<file path="config.mk">
export PLATFORM = sky130hd
export DESIGN_NAME = sorted_timer_event_queue_top
export DESIGN_NICKNAME = d
export VERILOG_FILES = /design/src/steq_pkg.sv /design/src/steq_ram.sv /design/src/steq_alloc.sv /design/src/sorted_timer_event_queue_top.sv
export SDC_FILE = /design/constraint.sdc
export NUM_CORES = 2
export LEC_CHECK = 0
export BUFFER_PORTS_ARGS = -buffer_cell sky130_fd_sc_hd__buf_2
export CORE_AREA = 10 10 555 557
export CTS_BUF_LIST = sky130_fd_sc_hd__clkbuf_16
export CTS_CLUSTER_SIZE = 14
export DETAILED_ROUTE_END_ITERATION = 12
export DIE_AREA = 0 0 565 567
export GPL_TIMING_DRIVEN = 0
export SLEW_MARGIN = 20
export SYNTH_ARGS = -nofsm -noshare
export SYNTH_HDL_FRONTEND = slang
export SYNTH_SLANG_ARGS = --single-unit
</file>
<file path="constraint.sdc">
create_clock -name clk_i -period 6.23 [get_ports clk_i]
set_input_delay 0.3115 -clock clk_i [delete_from_list [all_inputs] [get_ports clk_i]]
set_output_delay 0.3115 -clock clk_i [all_outputs]
set_load 0.01 [all_outputs]
</file>
<file path="src/steq_pkg.sv">
// Types, constants and codes shared by the sorted timer event queue.
package steq_pkg;

  localparam int unsigned IDX_W  = 5;
  localparam int unsigned DEPTH  = 1 << IDX_W;
  localparam int unsigned CNT_W  = IDX_W + 1;
  localparam int unsigned TIME_W = 48;
  localparam int unsigned TAG_W  = 16;
  localparam int unsigned KIND_W = 3;
  localparam int unsigned ACT_W  = 2;

  localparam logic [TIME_W-1:0] WAIT_FLOOR = TIME_W'(1000000);

  localparam logic [ACT_W-1:0] ACT_REL    = 2'd0;
  localparam logic [ACT_W-1:0] ACT_ABS    = 2'd1;
  localparam logic [ACT_W-1:0] ACT_CANCEL = 2'd2;
  localparam logic [ACT_W-1:0] ACT_PROC   = 2'd3;

  localparam logic [KIND_W-1:0] KIND_GRANT = 3'd0;
  localparam logic [KIND_W-1:0] KIND_FIRED = 3'd1;
  localparam logic [KIND_W-1:0] KIND_WAIT  = 3'd2;
  localparam logic [KIND_W-1:0] KIND_EMPTY = 3'd3;
  localparam logic [KIND_W-1:0] KIND_FULL  = 3'd4;
  localparam logic [KIND_W-1:0] KIND_DONE  = 3'd5;

  typedef struct packed {
    logic [ACT_W-1:0]  action;
    logic [TIME_W-1:0] now_us;
    logic [TIME_W-1:0] delay_us;
    logic [TAG_W-1:0]  event_tag;
    logic [IDX_W-1:0]  slot_handle;
  } in_item_t;

  typedef struct packed {
    logic [KIND_W-1:0] kind;
    logic [TAG_W-1:0]  fired_tag;
    logic [IDX_W-1:0]  granted_handle;
    logic [TIME_W-1:0] wait_us;
    logic              last;
  } out_item_t;

  typedef struct packed {
    logic             set;
    logic [IDX_W-1:0] set_idx;
    logic             clr;
    logic [IDX_W-1:0] clr_idx;
  } alloc_req_t;

  typedef enum logic [9:0] {
    S_IDLE  = 10'b0000000001,
    S_I_RD  = 10'b0000000010,
    S_I_DR  = 10'b0000000100,
    S_I_CMP = 10'b0000001000,
    S_C_RD  = 10'b0000010000,
    S_C_CHK = 10'b0000100000,
    S_P_RD  = 10'b0001000000,
    S_P_DR  = 10'b0010000000,
    S_P_CMP = 10'b0100000000,
    S_OUT   = 10'b1000000000
  } state_e;

endpackage

</file>
<file path="src/steq_ram.sv">
// Generic single-write, single-read RAM with registered read data.
module steq_ram #(
  parameter int unsigned WIDTH = 8,
  parameter int unsigned DEPTH = 32
) (
  input  logic                     clk_i,
  input  logic                     we_i,
  input  logic [$clog2(DEPTH)-1:0] waddr_i,
  input  logic [WIDTH-1:0]         wdata_i,
  input  logic [$clog2(DEPTH)-1:0] raddr_i,
  output logic [WIDTH-1:0]         rdata_o
);

  logic [WIDTH-1:0] mem_q [DEPTH];
  logic [WIDTH-1:0] rdata_q;

  always_ff @(posedge clk_i) begin
    if (we_i) begin
      mem_q[waddr_i] <= wdata_i;
    end
    rdata_q <= mem_q[raddr_i];
  end

  assign rdata_o = rdata_q;

endmodule

</file>
<file path="src/steq_alloc.sv">
// Slot occupancy flags and lowest free slot search.
module steq_alloc (
  input  logic                      clk_i,
  input  logic                      rst_ni,
  input  steq_pkg::alloc_req_t      req_i,
  output logic [steq_pkg::DEPTH-1:0] in_use_o,
  output logic [steq_pkg::IDX_W-1:0] free_idx_o
);
  import steq_pkg::*;

  logic [DEPTH-1:0] in_use_q, in_use_d;
  logic [IDX_W-1:0] free_idx;

  always_comb begin
    in_use_d = in_use_q;
    if (req_i.clr) begin
      in_use_d[req_i.clr_idx] = 1'b0;
    end
    if (req_i.set) begin
      in_use_d[req_i.set_idx] = 1'b1;
    end
  end

  always_comb begin
    free_idx = '0;
    for (int k = DEPTH - 1; k >= 0; k--) begin
      if (!in_use_q[k]) begin
        free_idx = IDX_W'(k);
      end
    end
  end

  always_ff @(posedge clk_i or negedge rst_ni) begin
    if (!rst_ni) begin
      in_use_q <= '0;
    end else begin
      in_use_q <= in_use_d;
    end
  end

  assign in_use_o   = in_use_q;
  assign free_idx_o = free_idx;

endmodule

</file>
<file path="src/sorted_timer_event_queue_top.sv">
// Sorted timer event queue: control sequencer, order list and entry stores.
//
// Input channel in_valid_i / in_stall_o carries one request item; output
// channel out_valid_o / out_stall_i carries result items, the final one of
// each request marked by last. One request is worked at a time; in_stall_o
// stays high from acceptance until its final result is taken.
// Schedule walks back one entry at a time from the tail of the order list.
// Cancel walks every listed entry. Process pops each expired entry from the
// head. Each result passes through the output register. Schedule and process
// read the order list RAM through its single read port, followed by the
// deadline RAM read.
// The order list is a ring with a head pointer, so popping costs no shift.
// Reset clears the occupancy flags, entry count and head pointer at once;
// the RAMs need no clearing and the block accepts items right after reset.
// A stalled result holds in the output register and the sequencer waits.
module sorted_timer_event_queue_top (
  input  logic                clk_i,
  input  logic                rst_ni,
  input  logic                in_valid_i,
  output logic                in_stall_o,
  input  steq_pkg::in_item_t  in_item_i,
  output logic                out_valid_o,
  input  logic                out_stall_i,
  output steq_pkg::out_item_t out_item_o
);
  import steq_pkg::*;

  localparam int unsigned ENT_W = TAG_W + TIME_W;

  state_e state_q, state_d, ret_q, ret_d;
  out_item_t out_q, out_d;
  logic out_valid_q, out_valid_d;
  logic [IDX_W-1:0] head_q, head_d;
  logic [CNT_W-1:0] count_q, count_d;
  logic [CNT_W-1:0] idx_q, idx_d;
  logic found_q, found_d;
  logic [IDX_W-1:0] prev_q, prev_d, slot_q, slot_d, hdl_q, hdl_d;
  logic [TIME_W-1:0] dl_q, dl_d, now_q, now_d;

  logic ord_we;
  logic [IDX_W-1:0] ord_waddr, ord_wdata, ord_raddr, ord_rdata;
  logic dst_we;
  logic [IDX_W-1:0] dst_waddr, dst_raddr;
  logic [ENT_W-1:0] dst_wdata, dst_rdata;
  alloc_req_t areq;
  logic [DEPTH-1:0] in_use;
  logic [IDX_W-1:0] free_idx;

  logic [TIME_W:0] sum;
  logic [TIME_W-1:0] new_dl, rd_dl, wait_v;
  logic [IDX_W-1:0] idx_lo;

  assign sum    = {1'b0, in_item_i.now_us} + {1'b0, in_item_i.delay_us};
  assign new_dl = (in_item_i.action == ACT_REL)
                ? (sum[TIME_W] ? '1 : sum[TIME_W-1:0]) : in_item_i.delay_us;
  assign rd_dl  = dst_rdata[TIME_W-1:0];
  assign wait_v = (rd_dl - now_q == '0) ? WAIT_FLOOR : rd_dl - now_q;
  assign idx_lo = idx_q[IDX_W-1:0];

  steq_ram #(.WIDTH(IDX_W), .DEPTH(DEPTH)) u_order (
    .clk_i   (clk_i),
    .we_i    (ord_we),
    .waddr_i (ord_waddr),
    .wdata_i (ord_wdata),
    .raddr_i (ord_raddr),
    .rdata_o (ord_rdata)
  );

  steq_ram #(.WIDTH(ENT_W), .DEPTH(DEPTH)) u_entry (
    .clk_i   (clk_i),
    .we_i    (dst_we),
    .waddr_i (dst_waddr),
    .wdata_i (dst_wdata),
    .raddr_i (dst_raddr),
    .rdata_o (dst_rdata)
  );

  steq_alloc u_alloc (
    .clk_i      (clk_i),
    .rst_ni     (rst_ni),
    .req_i      (areq),
    .in_use_o   (in_use),
    .free_idx_o (free_idx)
  );

  always_comb begin
    state_d     = state_q;
    ret_d       = ret_q;
    out_d       = out_q;
    out_valid_d = out_valid_q;
    head_d      = head_q;
    count_d     = count_q;
    idx_d       = idx_q;
    found_d     = found_q;
    prev_d      = prev_q;
    slot_d      = slot_q;
    hdl_d       = hdl_q;
    dl_d        = dl_q;
    now_d       = now_q;
    ord_we      = 1'b0;
    ord_waddr   = head_q + idx_lo;
    ord_wdata   = slot_q;
    ord_raddr   = head_q;
    dst_we      = 1'b0;
    dst_waddr   = free_idx;
    dst_wdata   = {in_item_i.event_tag, new_dl};
    dst_raddr   = ord_rdata;
    areq        = '0;

    case (state_q)
      S_IDLE: begin
        if (in_valid_i) begin
          case (in_item_i.action)
            ACT_REL, ACT_ABS: begin
              if (count_q == CNT_W'(DEPTH)) begin
                out_d       = '{kind: KIND_FULL, last: 1'b1, default: '0};
                out_valid_d = 1'b1;
                ret_d       = S_IDLE;
                state_d     = S_OUT;
              end else begin
                dst_we       = 1'b1;
                areq.set     = 1'b1;
                areq.set_idx = free_idx;
                slot_d       = free_idx;
                dl_d         = new_dl;
                idx_d        = count_q;
                state_d      = S_I_RD;
              end
            end
            ACT_CANCEL: begin
              hdl_d = in_item_i.slot_handle;
              if (in_use[in_item_i.slot_handle]) begin
                areq.clr     = 1'b1;
                areq.clr_idx = in_item_i.slot_handle;
                idx_d        = '0;
                found_d      = 1'b0;
                state_d      = S_C_RD;
              end else begin
                out_d       = '{kind: KIND_DONE, last: 1'b1, default: '0};
                out_valid_d = 1'b1;
                ret_d       = S_IDLE;
                state_d     = S_OUT;
              end
            end
            default: begin
              now_d   = in_item_i.now_us;
              state_d = S_P_RD;
            end
          endcase
        end
      end
      S_I_RD: begin
        if (idx_q == '0) begin
          ord_we      = 1'b1;
          count_d     = count_q + CNT_W'(1);
          out_d       = '{kind: KIND_GRANT, granted_handle: slot_q, last: 1'b1,
                          default: '0};
          out_valid_d = 1'b1;
          ret_d       = S_IDLE;
          state_d     = S_OUT;
        end else begin
          ord_raddr = head_q + idx_lo - IDX_W'(1);
          state_d   = S_I_DR;
        end
      end
      S_I_DR: begin
        prev_d  = ord_rdata;
        state_d = S_I_CMP;
      end
      S_I_CMP: begin
        ord_we = 1'b1;
        if (rd_dl > dl_q) begin
          ord_wdata = prev_q;
          idx_d     = idx_q - CNT_W'(1);
          state_d   = S_I_RD;
        end else begin
          count_d     = count_q + CNT_W'(1);
          out_d       = '{kind: KIND_GRANT, granted_handle: slot_q, last: 1'b1,
                          default: '0};
          out_valid_d = 1'b1;
          ret_d       = S_IDLE;
          state_d     = S_OUT;
        end
      end
      S_C_RD: begin
        if (idx_q == count_q) begin
          if (found_q) begin
            count_d = count_q - CNT_W'(1);
          end
          out_d       = '{kind: KIND_DONE, last: 1'b1, default: '0};
          out_valid_d = 1'b1;
          ret_d       = S_IDLE;
          state_d     = S_OUT;
        end else begin
          ord_raddr = head_q + idx_lo;
          state_d   = S_C_CHK;
        end
      end
      S_C_CHK: begin
        if (found_q) begin
          ord_we    = 1'b1;
          ord_waddr = head_q + idx_lo - IDX_W'(1);
          ord_wdata = ord_rdata;
        end else if (ord_rdata == hdl_q) begin
          found_d = 1'b1;
        end
        idx_d   = idx_q + CNT_W'(1);
        state_d = S_C_RD;
      end
      S_P_RD: begin
        if (count_q == '0) begin
          out_d       = '{kind: KIND_EMPTY, last: 1'b1, default: '0};
          out_valid_d = 1'b1;
          ret_d       = S_IDLE;
          state_d     = S_OUT;
        end else begin
          ord_raddr = head_q;
          state_d   = S_P_DR;
        end
      end
      S_P_DR: begin
        slot_d  = ord_rdata;
        state_d = S_P_CMP;
      end
      S_P_CMP: begin
        out_valid_d = 1'b1;
        state_d     = S_OUT;
        if (rd_dl <= now_q) begin
          areq.clr     = 1'b1;
          areq.clr_idx = slot_q;
          head_d       = head_q + IDX_W'(1);
          count_d      = count_q - CNT_W'(1);
          out_d        = '{kind: KIND_FIRED, fired_tag: dst_rdata[TIME_W +: TAG_W],
                           default: '0};
          ret_d        = S_P_RD;
        end else begin
          out_d = '{kind: KIND_WAIT, wait_us: wait_v, last: 1'b1, default: '0};
          ret_d = S_IDLE;
        end
      end
      S_OUT: begin
        if (!out_stall_i) begin
          out_valid_d = 1'b0;
          state_d     = ret_q;
        end
      end
      default: begin
        state_d = S_IDLE;
      end
    endcase
  end

  always_ff @(posedge clk_i or negedge rst_ni) begin
    if (!rst_ni) begin
      state_q     <= S_IDLE;
      ret_q       <= S_IDLE;
      out_valid_q <= 1'b0;
      head_q      <= '0;
      count_q     <= '0;
      idx_q       <= '0;
      found_q     <= 1'b0;
    end else begin
      state_q     <= state_d;
      ret_q       <= ret_d;
      out_valid_q <= out_valid_d;
      head_q      <= head_d;
      count_q     <= count_d;
      idx_q       <= idx_d;
      found_q     <= found_d;
    end
  end

  always_ff @(posedge clk_i) begin
    out_q  <= out_d;
    prev_q <= prev_d;
    slot_q <= slot_d;
    hdl_q  <= hdl_d;
    dl_q   <= dl_d;
    now_q  <= now_d;
  end

  assign in_stall_o  = (state_q != S_IDLE);
  assign out_valid_o = out_valid_q;
  assign out_item_o  = out_q;

  a_count_range: assert property (@(posedge clk_i) disable iff (!rst_ni)
    count_q <= CNT_W'(DEPTH))
    else $error("entry count beyond depth");

  a_count_flags: assert property (@(posedge clk_i) disable iff (!rst_ni)
    (state_q == S_IDLE) |-> ($countones(in_use) == int'(count_q)))
    else $error("occupancy flags disagree with entry count");

  a_out_state: assert property (@(posedge clk_i) disable iff (!rst_ni)
    out_valid_o |-> (state_q == S_OUT))
    else $error("result shown outside output state");

  a_grant_last: assert property (@(posedge clk_i) disable iff (!rst_ni)
    (out_valid_o && out_q.kind == KIND_GRANT) |-> out_q.last)
    else $error("handle grant not marked last");

  a_fired_more: assert property (@(posedge clk_i) disable iff (!rst_ni)
    (out_valid_o && out_q.kind == KIND_FIRED) |-> (ret_q == S_P_RD))
    else $error("expired item does not continue the pop walk");

endmodule
</file>
==> impl_metrics.py <==
metrics = {
    "synth": {
        "synth-async-reset-ratio_pct": 2.50,
        "syn_inst": 5399,
        "synth_area_sq_um": 103000,
        "synth_nets": 5685,
        "ys_seq_area_share_pct": 72.4,
        "synthTopCellsByArea": "edfxtp_1, mux4_2, ha_1, dfrtp_1, dfxtp_1",
        "yosysWarnings": 0,
        "synth-edff-count": 2392,
        "yosys.cell_types.count": 89,
        "yosys.area.top_type_share_pct": 69.6,
        "yosys.area.top_type": "edfxtp_1",
        "ys_ff_latch": 2524,
        "ys.flop_type": "edfxtp_1",
        "avgSynthCellArea_sq_um": 19.1,
    },
    "clocking": {
        "cts-hold-fix-buffers": 76,
        "clk_latency_ns": 0.86,
        "numCtsBuffers": 266,
        "cts_root_buf": "clkbuf_16",
        "htreeDepth": 5,
        "cts_sinks": 2524,
        "postCtsSetupBuffers": 0,
        "clock_path_buffers": 4,
        "path_clk_slew_ns": 0.06,
        "cts_resized": 0,
        "cts_tree": "done",
    },
    "critical_path": {
        "critical_path_class": "input port to flip-flop",
        "critPathLaunchType": "input port",
        "path_delay_family": "compound AO/OA/AOI/OAI gates",
        "crit_slowest_cell": "o22a_2",
        "critPathMaxFanout": 33,
        "cp.arrival_ns": 6.00,
        "required_ns": 6.74,
        "critPathMostFrequentCell": "buf_2",
        "critPathMaxStageDelay_ns": 0.75,
        "endpoint_kind": "flip-flop",
        "path_cells": "dlygate4sd3_1 > buf_2 > ha_1 > inv_1 > fa_1 > nor2b_1 > o21ai_0 > o21ai_0 > o211ai_1 > nand2_1 > a41oi_1 > o31ai_1 > a311o_1 > nand3_1 > nand4b_1 > buf_2 > buf_2 > o22a_2",
        "cp_num_buf_inv": 5,
    },
    "grt": {
        "track_usage_pct": 17.7,
        "antenna_found_initial": 37,
        "grt-ovfl-total": 0,
        "grt_pass1_vias": 57400,
        "grt_max_degree": 52,
        "grt_pass1_wl_mm": 416,
    },
    "floorplan": {
        "rows": 200,
        "die_area_sq_um": 320000,
        "start_util_pct": 34.9,
        "core_sq_um": 296000,
        "ios": 198,
        "die_x_um": 565,
        "die_y_um": 567,
    },
    "worst_hold_path": {
        "hold_class": "input port to flip-flop",
    },
    "drt": {
        "viasPerCell": 5.51,
        "drt_pass1_iterations": 8,
        "drt-initial-drc-count": 6794,
        "ant_nets": 0,
        "vias": 56600,
        "wl_per_cell_um": 28.5,
        "drc": 0,
        "wirelength_mm": 293,
    },
    "timing": {
        "finalHoldViolCount": 0,
        "fmax_mhz": 182,
        "rsz0062_at_grt": "no",
        "skew_ns": 0.0724,
        "setup_violations": 0,
        "period_minus_slack_ns": 5.48,
        "worst_pin_slew_ns": 1.18,
        "max-slew-margin-rel_pct": 21.4,
        "period_share_pct": 88.0,
        "whs_ns": 0.130,
        "setup_ws_ns": 0.747,
        "slew_viol_final": 0,
    },
    "finish": {
        "nets": 6389,
        "area_delta_synth_final_pct": 18.6,
        "fin_cells": 10300,
        "regArea_sq_um": 74800,
        "mostFrequentLayoutCells": "edfxtp_1, mux4_2, clkbuf_16, nand2_1, inv_1",
        "filler_cell_count": 25900,
        "layout_commonest_cell": "edfxtp_1",
        "drive_above_1_share_pct": 25.9,
        "multiInputGateArea_sq_um": 27300,
        "fin_area_sq_um": 122000,
    },
    "power_and_ir_drop": {
        "max-vdd-ir-drop_v": 0.000246,
        "power-per-cell-area_nw_per_um2": 396,
        "cellLeakagePower_nw": 40.8,
    },
    "placed_design": {
        "place_congestion": 0.872,
        "postPlaceCellArea_sq_um": 113000,
        "dp_cells": 9698,
        "dp_hpwl_mm": 203,
        "io_buffers": 197,
        "place_ws_ns": 0.129,
    },
    "job": {
        "max-cap-violations": 0,
    },
    "status": {
        "outcome": "completed",
    },
}
## per-layer routing
| layer | wire, um | GRT usage [%] | part of all wire (%) |
|---|---|---|---|
| met5 | 153 | 0 | 0.052 |
| met4 | 7030 | 4.30 | 2.4 |
| met3 | 26100 | 3.77 | 8.9 |
| met2 | 138000 | 28.4 | 47 |
| met1 | 122000 | 24.7 | 42 |
## flip-flops by register name, indices dropped and copies added, names as in the netlist, 2 cells and up
register,cells
u_order.rdata_o,5
count_q,6
out_item_o,73
now_q,48
u_entry.mem_q,2048
u_order.mem_q,160
prev_q,5
dl_q,48
hdl_q,5
slot_q,5
u_alloc.in_use_o,32
u_entry.rdata_o,64
state_q,10
ret_q,2
idx_q,6
head_q,5
## cells in the mapped netlist (all sizes together), types with 9 or more instances
| cell | count |
|---|---|
| edfxtp | 2392 |
| mux4 | 649 |
| nand2 | 253 |
| nor2 | 183 |
| clkbuf | 175 |
| a21oi | 164 |
| inv | 160 |
| ha | 158 |
| o21ai | 150 |
| a21o | 81 |
| xnor2 | 74 |
| dfxtp | 69 |
| mux2 | 68 |
| buf | 64 |
| dfrtp | 61 |
| and2 | 55 |
| nand3 | 51 |
| a211oi | 49 |
| o22a | 49 |
| nand4 | 48 |
| xor2 | 44 |
| nor2b | 43 |
| a31oi | 40 |
| nor3 | 32 |
| nand2b | 23 |
| o21bai | 20 |
| o21a | 18 |
| a311oi | 17 |
| a21boi | 16 |
| o211ai | 16 |
| and3 | 13 |
| o31ai | 12 |
| nor4 | 10 |
| or3 | 9 |
## cells by family after synthesis
logic type      share of synthesized area [%]
fa+ha+maj                                2.01
simple gates                             3.53
compound gates                           4.57
buf+inv                                  1.49
xor+xnor                                 1.00
mux                                      15.0
flops                                    72.4
## worst paths after layout
path / startpoint / slack, ns / endpoint / cells past startpoint
worst max-delay path: in_item_i[69] / 0.75 / u_entry.mem_q[25][44]$_DFFE_PP_ / 18
worst min-delay path: in_item_i[67] / 0.13 / dl_q[46]$_DFFE_PP_ / 3
worst max register to register: now_q[25]$_DFFE_PP_ / 0.90 / u_alloc.in_use_o[26]$_DFF_PN0_ / 15
worst min register to register: ret_q[6]$_DFFE_PN0P_ / 0.49 / ret_q[6]$_DFFE_PN0P_ / 2
max in group asynchronous: rst_ni / 4.44 / u_alloc.in_use_o[14]$_DFF_PN0_ / 4
min in group asynchronous: rst_ni / 0.51 / u_alloc.in_use_o[11]$_DFF_PN0_ / 3
## power by group
group / switching, mW / internal (mW)
combinational: 7.76 / 5.55
sequential: 0.531 / 19.7
clock: 6.55 / 8.45
## through the flow
step	total power, mW	TNS [ns]	util [%]
floorplan	28.7	0	-
global placement	33.4	-8617.52	36.9
detailed placement	33.8	0	38.3
CTS	48.8	0	41.3
global route	50.4	0	41.3
finish	48.5	0	41.3
## cell type report
class | instances | area share, %
diodes | 10 | 0.0204
multi-input cells | 2475 | 22.3
clock inverters | 200 | 1.07
inverters | 161 | 0.498
clock buffers | 272 | 5.56
plain buffers | 239 | 0.830
repair buffers | 436 | 4.59
flip-flops and latches | 2524 | 61.1
well taps | 3939 | 4.03
## tightest hold or removal path, cell delays in order
cell	delay, ns
buf_2	0.11
o32a_2	0.17
buf_12	0.19
(Power assumes the default switching activity.)
